### src/rtl/text_console_cell_writer_core_assert.svh
// assertion helpers for the console core
`ifndef TEXT_CONSOLE_CELL_WRITER_CORE_ASSERT_SVH
`define TEXT_CONSOLE_CELL_WRITER_CORE_ASSERT_SVH

// same-cycle implication
`define TCCW_ASSERT_NOW(label, clk, rst, ante, cons, msg) \
   label: assert property (@(posedge clk) disable iff (rst) (ante) |-> (cons)) \
      else $error(msg);

// next-cycle implication
`define TCCW_ASSERT_NEXT(label, clk, rst, ante, cons, msg) \
   label: assert property (@(posedge clk) disable iff (rst) (ante) |=> (cons)) \
      else $error(msg);

`endif

### src/rtl/tccw_pkg.sv
package tccw_pkg;

   localparam logic [1:0] MODE_PUT   = 2'd0;
   localparam logic [1:0] MODE_CLEAR = 2'd1;
   localparam logic [1:0] MODE_READ  = 2'd2;

   localparam logic [7:0] CHAR_NEWLINE = 8'd10;
   localparam logic [7:0] CHAR_RETURN  = 8'd13;
   localparam logic [7:0] CHAR_BLANK   = 8'h20;
   localparam logic [7:0] RESET_ATTR   = 8'h07;

   typedef struct packed {
      logic [1:0]  mode;
      logic [7:0]  char_code;
      logic [10:0] cell_index;
   } req_word_type;

   typedef struct packed {
      logic [10:0] cursor_position;
      logic [15:0] cell_value;
      logic        scrolled;
   } rsp_word_type;

   typedef struct packed {
      logic valid;
      logic read_hit;
      logic scrolled;
   } rsp_info_type;

   typedef enum logic [2:0] {
      ST_IDLE = 3'b001,
      ST_COPY = 3'b010,
      ST_FILL = 3'b100
   } seq_state_type;

endpackage

### src/rtl/tccw_seq.sv
`include "text_console_cell_writer_core_assert.svh"

module tccw_seq #(
   parameter int COLUMNS = 80,
   parameter int ROWS    = 25,
   parameter int AW      = 11
) (
   input  logic                  clock,
   input  logic                  reset,
   input  logic                  start,
   output logic                  busy,
   input  tccw_pkg::req_word_type req,
   input  logic [7:0]            attribute,
   output logic                  mem_we,
   output logic [AW-1:0]         mem_waddr,
   output logic [15:0]           mem_wdata,
   output logic [AW-1:0]         mem_raddr,
   input  logic [15:0]           mem_rdata,
   output tccw_pkg::rsp_info_type info,
   output logic [AW-1:0]         cursor
);
   import tccw_pkg::*;

   localparam int CELL_COUNT = COLUMNS * ROWS;
   localparam int CNTW       = $clog2(CELL_COUNT + 1);
   localparam int CW         = (COLUMNS > 2) ? $clog2(COLUMNS) : 1;
   localparam int RW         = (ROWS > 2) ? $clog2(ROWS) : 1;
   localparam logic [AW-1:0] LAST_ROW_START = AW'(CELL_COUNT - COLUMNS);

   seq_state_type state_ff, state_in;
   logic [CNTW-1:0] cnt_ff, cnt_in;
   logic            emit_ff, emit_in;
   logic [AW-1:0]   lin_ff, lin_in;
   logic [CW-1:0]   col_ff, col_in;
   logic [RW-1:0]   row_ff, row_in;
   rsp_info_type    info_ff, info_in;

   logic        accept, is_put, is_clear, is_read, is_nl, is_cr, is_char;
   logic        col_last, row_last, wrap, scroll_now, in_range;
   logic        copy_last, fill_last, fill_done_emit;
   logic [31:0] idx_wide;
   logic [CNTW-1:0] copy_waddr;

   assign busy     = state_ff != ST_IDLE;
   assign accept   = start && !busy;
   assign is_put   = req.mode == MODE_PUT;
   assign is_clear = req.mode == MODE_CLEAR;
   assign is_read  = req.mode == MODE_READ;
   assign is_nl    = req.char_code == CHAR_NEWLINE;
   assign is_cr    = req.char_code == CHAR_RETURN;
   assign is_char  = !is_nl && !is_cr;

   assign col_last   = col_ff == CW'(COLUMNS - 1);
   assign row_last   = row_ff == RW'(ROWS - 1);
   assign wrap       = is_nl || (is_char && col_last);
   assign scroll_now = accept && is_put && wrap && row_last;

   assign idx_wide = 32'(req.cell_index);
   assign in_range = idx_wide < 32'(CELL_COUNT);

   assign copy_last      = cnt_ff == CNTW'(CELL_COUNT);
   assign fill_last      = cnt_ff == CNTW'(CELL_COUNT - 1);
   assign fill_done_emit = (state_ff == ST_FILL) && fill_last && emit_ff;
   assign copy_waddr     = cnt_ff - CNTW'(COLUMNS + 1);

   // cursor update
   always_comb begin
      lin_in = lin_ff;
      col_in = col_ff;
      row_in = row_ff;
      if (accept && is_put) begin
         if (is_cr) begin
            col_in = '0;
            lin_in = lin_ff - AW'(col_ff);
         end else if (wrap) begin
            col_in = '0;
            if (row_last) begin
               lin_in = LAST_ROW_START;
            end else begin
               row_in = row_ff + RW'(1);
               lin_in = lin_ff + (AW'(COLUMNS) - AW'(col_ff));
            end
         end else begin
            col_in = col_ff + CW'(1);
            lin_in = lin_ff + AW'(1);
         end
      end else if (accept && is_clear) begin
         lin_in = '0;
         col_in = '0;
         row_in = '0;
      end
   end

   // sequencer
   always_comb begin
      state_in = state_ff;
      cnt_in   = cnt_ff;
      emit_in  = emit_ff;
      unique case (state_ff)
         ST_IDLE: begin
            if (accept && is_clear) begin
               state_in = ST_FILL;
               cnt_in   = '0;
               emit_in  = 1'b1;
            end else if (scroll_now) begin
               state_in = ST_COPY;
               cnt_in   = CNTW'(COLUMNS);
               emit_in  = 1'b1;
            end
         end
         ST_COPY: begin
            if (copy_last) begin
               state_in = ST_FILL;
               cnt_in   = CNTW'(CELL_COUNT - COLUMNS);
            end else begin
               cnt_in = cnt_ff + CNTW'(1);
            end
         end
         ST_FILL: begin
            if (fill_last) begin
               state_in = ST_IDLE;
            end else begin
               cnt_in = cnt_ff + CNTW'(1);
            end
         end
         default: begin
            state_in = ST_IDLE;
         end
      endcase
   end

   // memory port control
   always_comb begin
      mem_we    = 1'b0;
      mem_waddr = lin_ff;
      mem_wdata = {attribute, req.char_code};
      mem_raddr = idx_wide[AW-1:0];
      unique case (state_ff)
         ST_IDLE: begin
            mem_we = accept && is_put && is_char;
         end
         ST_COPY: begin
            mem_raddr = cnt_ff[AW-1:0];
            mem_we    = cnt_ff != CNTW'(COLUMNS);
            mem_waddr = copy_waddr[AW-1:0];
            mem_wdata = mem_rdata;
         end
         ST_FILL: begin
            mem_we    = 1'b1;
            mem_waddr = cnt_ff[AW-1:0];
            mem_wdata = {(emit_ff ? attribute : RESET_ATTR), CHAR_BLANK};
         end
         default: begin
            mem_we = 1'b0;
         end
      endcase
   end

   // result tracking
   always_comb begin
      info_in       = info_ff;
      info_in.valid = fill_done_emit || (accept && !(is_clear || scroll_now));
      if (accept) begin
         info_in.read_hit = is_read && in_range;
         info_in.scrolled = scroll_now;
      end
   end

   always_ff @(posedge clock) begin
      if (reset) begin
         state_ff <= ST_FILL;
         cnt_ff   <= '0;
         emit_ff  <= 1'b0;
         lin_ff   <= '0;
         col_ff   <= '0;
         row_ff   <= '0;
         info_ff  <= '0;
      end else begin
         state_ff <= state_in;
         cnt_ff   <= cnt_in;
         emit_ff  <= emit_in;
         lin_ff   <= lin_in;
         col_ff   <= col_in;
         row_ff   <= row_in;
         info_ff  <= info_in;
      end
   end

   assign info   = info_ff;
   assign cursor = lin_ff;

   `TCCW_ASSERT_NOW(a_cursor_linear, clock, reset, 1'b1, 32'(lin_ff) == 32'(row_ff) * COLUMNS + 32'(col_ff), "cursor index out of step with row and column")
   `TCCW_ASSERT_NOW(a_cursor_bounds, clock, reset, 1'b1, (32'(col_ff) < COLUMNS) && (32'(row_ff) < ROWS), "cursor outside grid")
   `TCCW_ASSERT_NEXT(a_copy_to_fill, clock, reset, (state_ff == ST_COPY) && copy_last, state_ff == ST_FILL, "copy did not hand over to fill")
   `TCCW_ASSERT_NEXT(a_fill_result, clock, reset, fill_done_emit, info_ff.valid && (state_ff == ST_IDLE), "missing result after fill")
   `TCCW_ASSERT_NOW(a_idle_write, clock, reset, (state_ff == ST_IDLE) && mem_we, accept && is_put && is_char, "stray write while idle")

endmodule

### config.mk
export PLATFORM = sky130hd
export DESIGN_NAME = tccw_seq
export DESIGN_NICKNAME = d
export VERILOG_FILES = /design/src/rtl/tccw_pkg.sv /design/src/rtl/tccw_seq.sv
export VERILOG_INCLUDE_DIRS = /design/src /design/src/rtl
export SDC_FILE = /design/constraint.sdc
export NUM_CORES = 1
export LEC_CHECK = 0
export BUFFER_PORTS_ARGS = -buffer_cell sky130_fd_sc_hd__clkbuf_2
export CAP_MARGIN = 20
export CORE_UTILIZATION = 55
export CTS_CLUSTER_DIAMETER = 150
export CTS_CLUSTER_SIZE = 25
export DETAILED_ROUTE_END_ITERATION = 8
export GPL_TIMING_DRIVEN = 0
export PLACE_DENSITY = 0.9
export SLEW_MARGIN = 10
export SYNTH_ARGS = -nofsm -noshare
export SYNTH_HDL_FRONTEND = slang
export SYNTH_SLANG_ARGS = --single-unit
### constraint.sdc
create_clock -name clock -period 3.3 [get_ports clock]
set_input_delay 0.825 -clock clock [delete_from_list [all_inputs] [get_ports clock]]
set_output_delay 0.825 -clock clock [all_outputs]
set_load 0.02 [all_outputs]
## Yosys cells after proc, flatten, opt, wreduce, memory -nomap -nowiden

Index checks and enable logic that the tools add are counted.
Widths: inputs -> output; s select.

- Register bits: 41
- Bits of input ports: 48
- Logic and storage cells: 96

- Add/subtract/negate cells: 8
- Magnitude comparators: 1
- Equality and inequality tests: 20
- Mux-type cells: 31
- Reductions and logical operators: 27

Operator list:

| operator | count |
|---|---|
| $mux 11 | 10 |
| $pmux 11 s3 | 1 |
| $pmux 16 s2 | 1 |
| $mux 7 | 4 |
| $mux 5 | 5 |
| $add 11x1->11 const B | 2 |
| $eq 11x11->1 const B | 2 |
| $pmux 11 s2 | 1 |
| $eq 8x4->1 const B | 2 |
| $logic_and 1x1->1 | 12 |
| $mux 3 | 4 |
| $ne 2x2->1 const B | 6 |
| $add 11x11->11 | 1 |
| $lt 11x11->1 const B | 1 |
| $ne 11x7->1 const B | 1 |
| $sub 11x7->11 | 1 |
| $sub 11x7->11 const B | 1 |
| $pmux 3 s3 | 1 |
| $mux 8 | 1 |
| $sub 7x7->8 const A | 1 |
| $add 7x1->7 const B | 1 |
| $eq 7x7->1 const B | 1 |
| $reduce_and 3->1 | 2 |
| $add 5x1->5 const B | 1 |
| other kinds (17) | 24 |

## Depth between registers and ports, before layout

- Depth in word-level cells: 11
- Depth in mapped cells: 12

## Worst setup path after synthesis

No wires, ideal clock.

- Path kind: register to register
- From: register col_ff[0]
- To: register lin_ff[7] (netlist: cursor[7])
- Setup time: 0.079 ns
- Arrival time: 2.583 ns
- Slack: 0.638 ns
- Stages on the path, launching flop included: 12
- Cell sequence: dfxtp_1 inv_1 ha_1 nand3_1 xnor2_1 ha_1 a21oi_1 o211ai_1 or4b_2 nand3_1 o221ai_1 o211ai_1

- Cells in the longest elaborated chain, start to end: 6
- Elaborated cells between the ends (all ways): 10
- Classes of those cells: add/sub: 3; eq/ne: 1; mux: 4; reduce/logical: 2

RTL lines:

| element | RTL line | RTL |
|---|---|---|
| start, declared | tccw_seq.sv:34 | `logic [CW-1:0] col_ff, col_in;` |
| start signal, assigned | tccw_seq.sv:183 | `col_ff <= col_in;` |
| $sub 7x7->8 / $eq 7x7->1 (equally long branches) | tccw_seq.sv:81, tccw_seq.sv:53 |  |
| $add 11x11->11 / $logic_and 1x1->1 (equally long branches) | tccw_seq.sv:81, tccw_seq.sv:55 |  |
| $mux 11 / $logic_or 1x1->1 (equally long branches) | tccw_seq.sv:77, tccw_seq.sv:55 |  |
| $mux 11 | tccw_seq.sv:75 | `end else if (wrap) begin` |
| $mux 11 (*) | tccw_seq.sv:72 | `if (is_cr) begin` |
| $mux 11 (*) | tccw_seq.sv:71 | `if (accept && is_put) begin` |
| end signal, assigned | tccw_seq.sv:182 | `lin_ff <= lin_in;` |
| end, declared | tccw_seq.sv:33 | `logic [AW-1:0] lin_ff, lin_in;` |

Mark *: on every way between the ends. The rest lies on a longest branch, timed or not.
A chain may end at the register's enable or synchronous reset.

## Worst setup path in the final report

- From: register col_ff[1]
- To: register lin_ff[7] (netlist: cursor[7])

The elaborated chain is that of the path after synthesis.

==> results.md <==
* Status: finished clean
* Commonest non-fill, non-tap cell in the layout: clkbuf_2
* IO Pins at 102
* Post-CTS Setup Inserts at 0
* CP required at 3.53 ns
* Setup violators final at 0
* GR Util All Layers at 36.0%
* EDFF count, synth at 0
* ANT nets after route at 0
* Critical Path AT at 3.47 ns
* Layout cell share with drive strength beyond 1 at 22.5%
* Worst vdd rail ir drop at 0.000155 V
* Period utilization at 98.2%
* CP Max Fanout at 5
* CTS max path bufs at 2
* CP delay by family, top: simple AND/OR/NAND/NOR gates
* Core Region at 0.00741 mm²
* Slew headroom at 34.3%
* Critical path type: flop to flop
* Area contributors post-synth: dfxtp_1 19%, ha_1 7.2%, nand2_1 5.7%
* Num rows at 31
* DP HPWL at 11,400 µm
* Yosys top cell area share at 19.0%
* P per Cell Area at 291 mW/mm²
* Post-CTS Hold Buffers at 0
* Total wire length at 15,100 µm
* RD Place Congestion at 0.994
* GR Overflow Total at 0
* Starting Density at 58.3%
* Commonest cells after routing, fill and taps aside: 104 x clkbuf_2, 66 x nand2_1, 44 x o21ai_0, 43 x nor2_1, 39 x dfxtp_1
* Die ar. at 0.00821 mm²
* CTS buffer count at 5
* Syn_area_per_cell at 7.40 µm²
* Routed WL per cell at 19.1 µm
* Sink Count at 41
* DRT Pass-1 Iters at 6
* PortBufs at 101
* RSZ-0062 raised after global routing: false
* Number of inserted diodes at 0
* Drt first-iter violations at 459
* Die Ht at 90.6 µm
* Worst path cell trace: inv_1 > ha_1 > nand3_1 > xnor2_1 > ha_1 > a21oi_1 > o211ai_1 > or4b_2 > nand3_1 > o221ai_1 > o211ai_1
* Post-synthesis async set-or-reset flop share at 0%
* Setup crit end kind: flop
* Antenna violations before repair at 0
* Area Growth Syn to Fin at 18.4%
* MaxCap Viol Count at 0
* Largest net degree at the start of global routing at 15
* Die width at 90.6 µm
* Final hold vios at 0
* Via count at 5,337
* #FFs+latches synth at 41
* Mapped Cells at 584
* Worst Hold Class: flop to flop
* Post-DR vias/cell at 6.74
* Setup WS pre-CTS at 0.136 ns
* Root Buffer: clkbuf_8
* Synth unique cells at 86
* YS warnings at 0
* Final worst slack at 0.0607 ns
* Htree depth at 2
* Nets at 767
* Crit path largest cell delay at 0.67 ns
* Slowest library cell on the worst path: or4b_2
* CTS tree: done
* Bufs and invs on worst path at 1
* Vias in the first global route at 5,000
* Cell taking the most area after synthesis: dfxtp_1
* Max Slew Vio Count at 0
* Dominant synthesized flop cell: dfxtp_1
* WHS at 0.471 ns
* Time the worst path needs with I/O delays and setup at 3.24 ns
* Fmax at 309 MHz
* Tightest Pin Transition at 0.977 ns
* First-pass GRT wire length at 24,100 µm
* Total Power at 1.49 mW
* Mapped cell area at 0.00432 mm²
* Clock-pin slew on the worst setup and hold paths at 0.09 ns
* Leak at 2.18 nW
* Sequential element share of the synthesized area at 19.0%
* Clock Latency Late Sink at 0.30 ns
* Startpoint types: flop
* Final routed DRC violation total at 0
* Final setup TNS at 0 ns
* Worst Clk Skew at 0.00562 ns
* Syn Nets at 659
## per-stage QoR
stage	utilization (%)	instances	area, µm²
final	69.0	792	5110
after global routing	69.0	792	5110
after CTS	68.8	792	5090
after detailed placement	66.8	784	4950
after global placement	66.8	784	4950
after floorplan	-	584	4320
## cell usage after synthesis (3+ instances only)
library cell and instances:
dfxtp_1 41, o221ai_1 7, mux2i_1 3, o21ai_1 3, o31ai_1 6, xnor2_1 14, nor3b_1 5, nor2_1 44
a221o_1 4, nor4_1 4, o32ai_1 3, buf_2 8, nand2_1 66, a31oi_1 9, nand2b_1 5, nand4b_1 3
and3_1 12, nor3_1 13, o21bai_1 3, buf_1 4, clkbuf_1 18, a22o_1 16, or4_1 5, xor2_1 7
a32oi_1 5, o21a_1 8, o211ai_1 12, a21o_1 5, nor2b_1 5, nand4_1 12, o21ai_4 3, inv_1 32
nand3_1 26, and4_1 3, o21ai_0 44, buf_4 4, a21oi_1 38, ha_1 25
## worst min-delay path, delay by kind of cell (launching register included)
kind             cells  cell delay, ns
AND/OR/NAND/NOR      1            0.05
AO/OA/AOI/OAI        1            0.06
flip-flops           1            0.32
## final cells by class
type | instances | area (µm²)
Buffer | 34 | 159
Timing Repair Buffer | 101 | 505
Inverter | 32 | 120
Tap cell | 99 | 124
Sequential cell | 41 | 823
Clock inverter | 3 | 68.8
Multi-Input combinational cell | 477 | 3240
Clock buffer | 5 | 68.8
Fill cell | 650 | 2290
## state kept, by name, summed over array words and instances (netlist names)
name and count:
state_ff 3, cursor 11, cnt_ff 11, info 3, col_ff 7, emit_ff 1
row_ff 5
## per-layer routing
metal  GRT usage, %  vias to the layer above  part of all wire [%]
met3           6.06                       83                    10
met1           43.6                     2452                    38
met4           20.3                        0                   5.3
li1               -                     2419                     -
met2           60.0                      383                    47
met5              0                        -                     0
## power breakdown
group	switching (mW)	leakage, nW	internal [mW]
combinational	0.285	1.78	0.149
clock	0.209	0.0687	0.305
sequential	0.0278	0.332	0.512
## path summary, 6_finish.rpt
kind | from | end | slack [ns] | depth (start not counted)
setup / recovery | col_ff[1] | cursor[7] | 0.06 | 11
setup reg to reg | col_ff[1] | cursor[7] | 0.06 | 11
hold / removal | info[0] | info[0] | 0.47 | 2
hold reg to reg | info[0] | info[0] | 0.47 | 2
## cell families after synthesis
logic type	synth area share (%)
AND/OR/NAND/NOR	27.8
AO/OA/AOI/OAI	33.7
buffers and inverters	6.31
flip-flops	19.0
adder cells (fa/ha/maj)	8.17
XOR/XNOR	4.26
multiplexers	0.695
## timing repair
action	in CTS	in global routing
endpoints found under the setup margin	21	27
pin swaps	0	0
gates resized for setup	4	12
(Power assumes the default switching activity.)
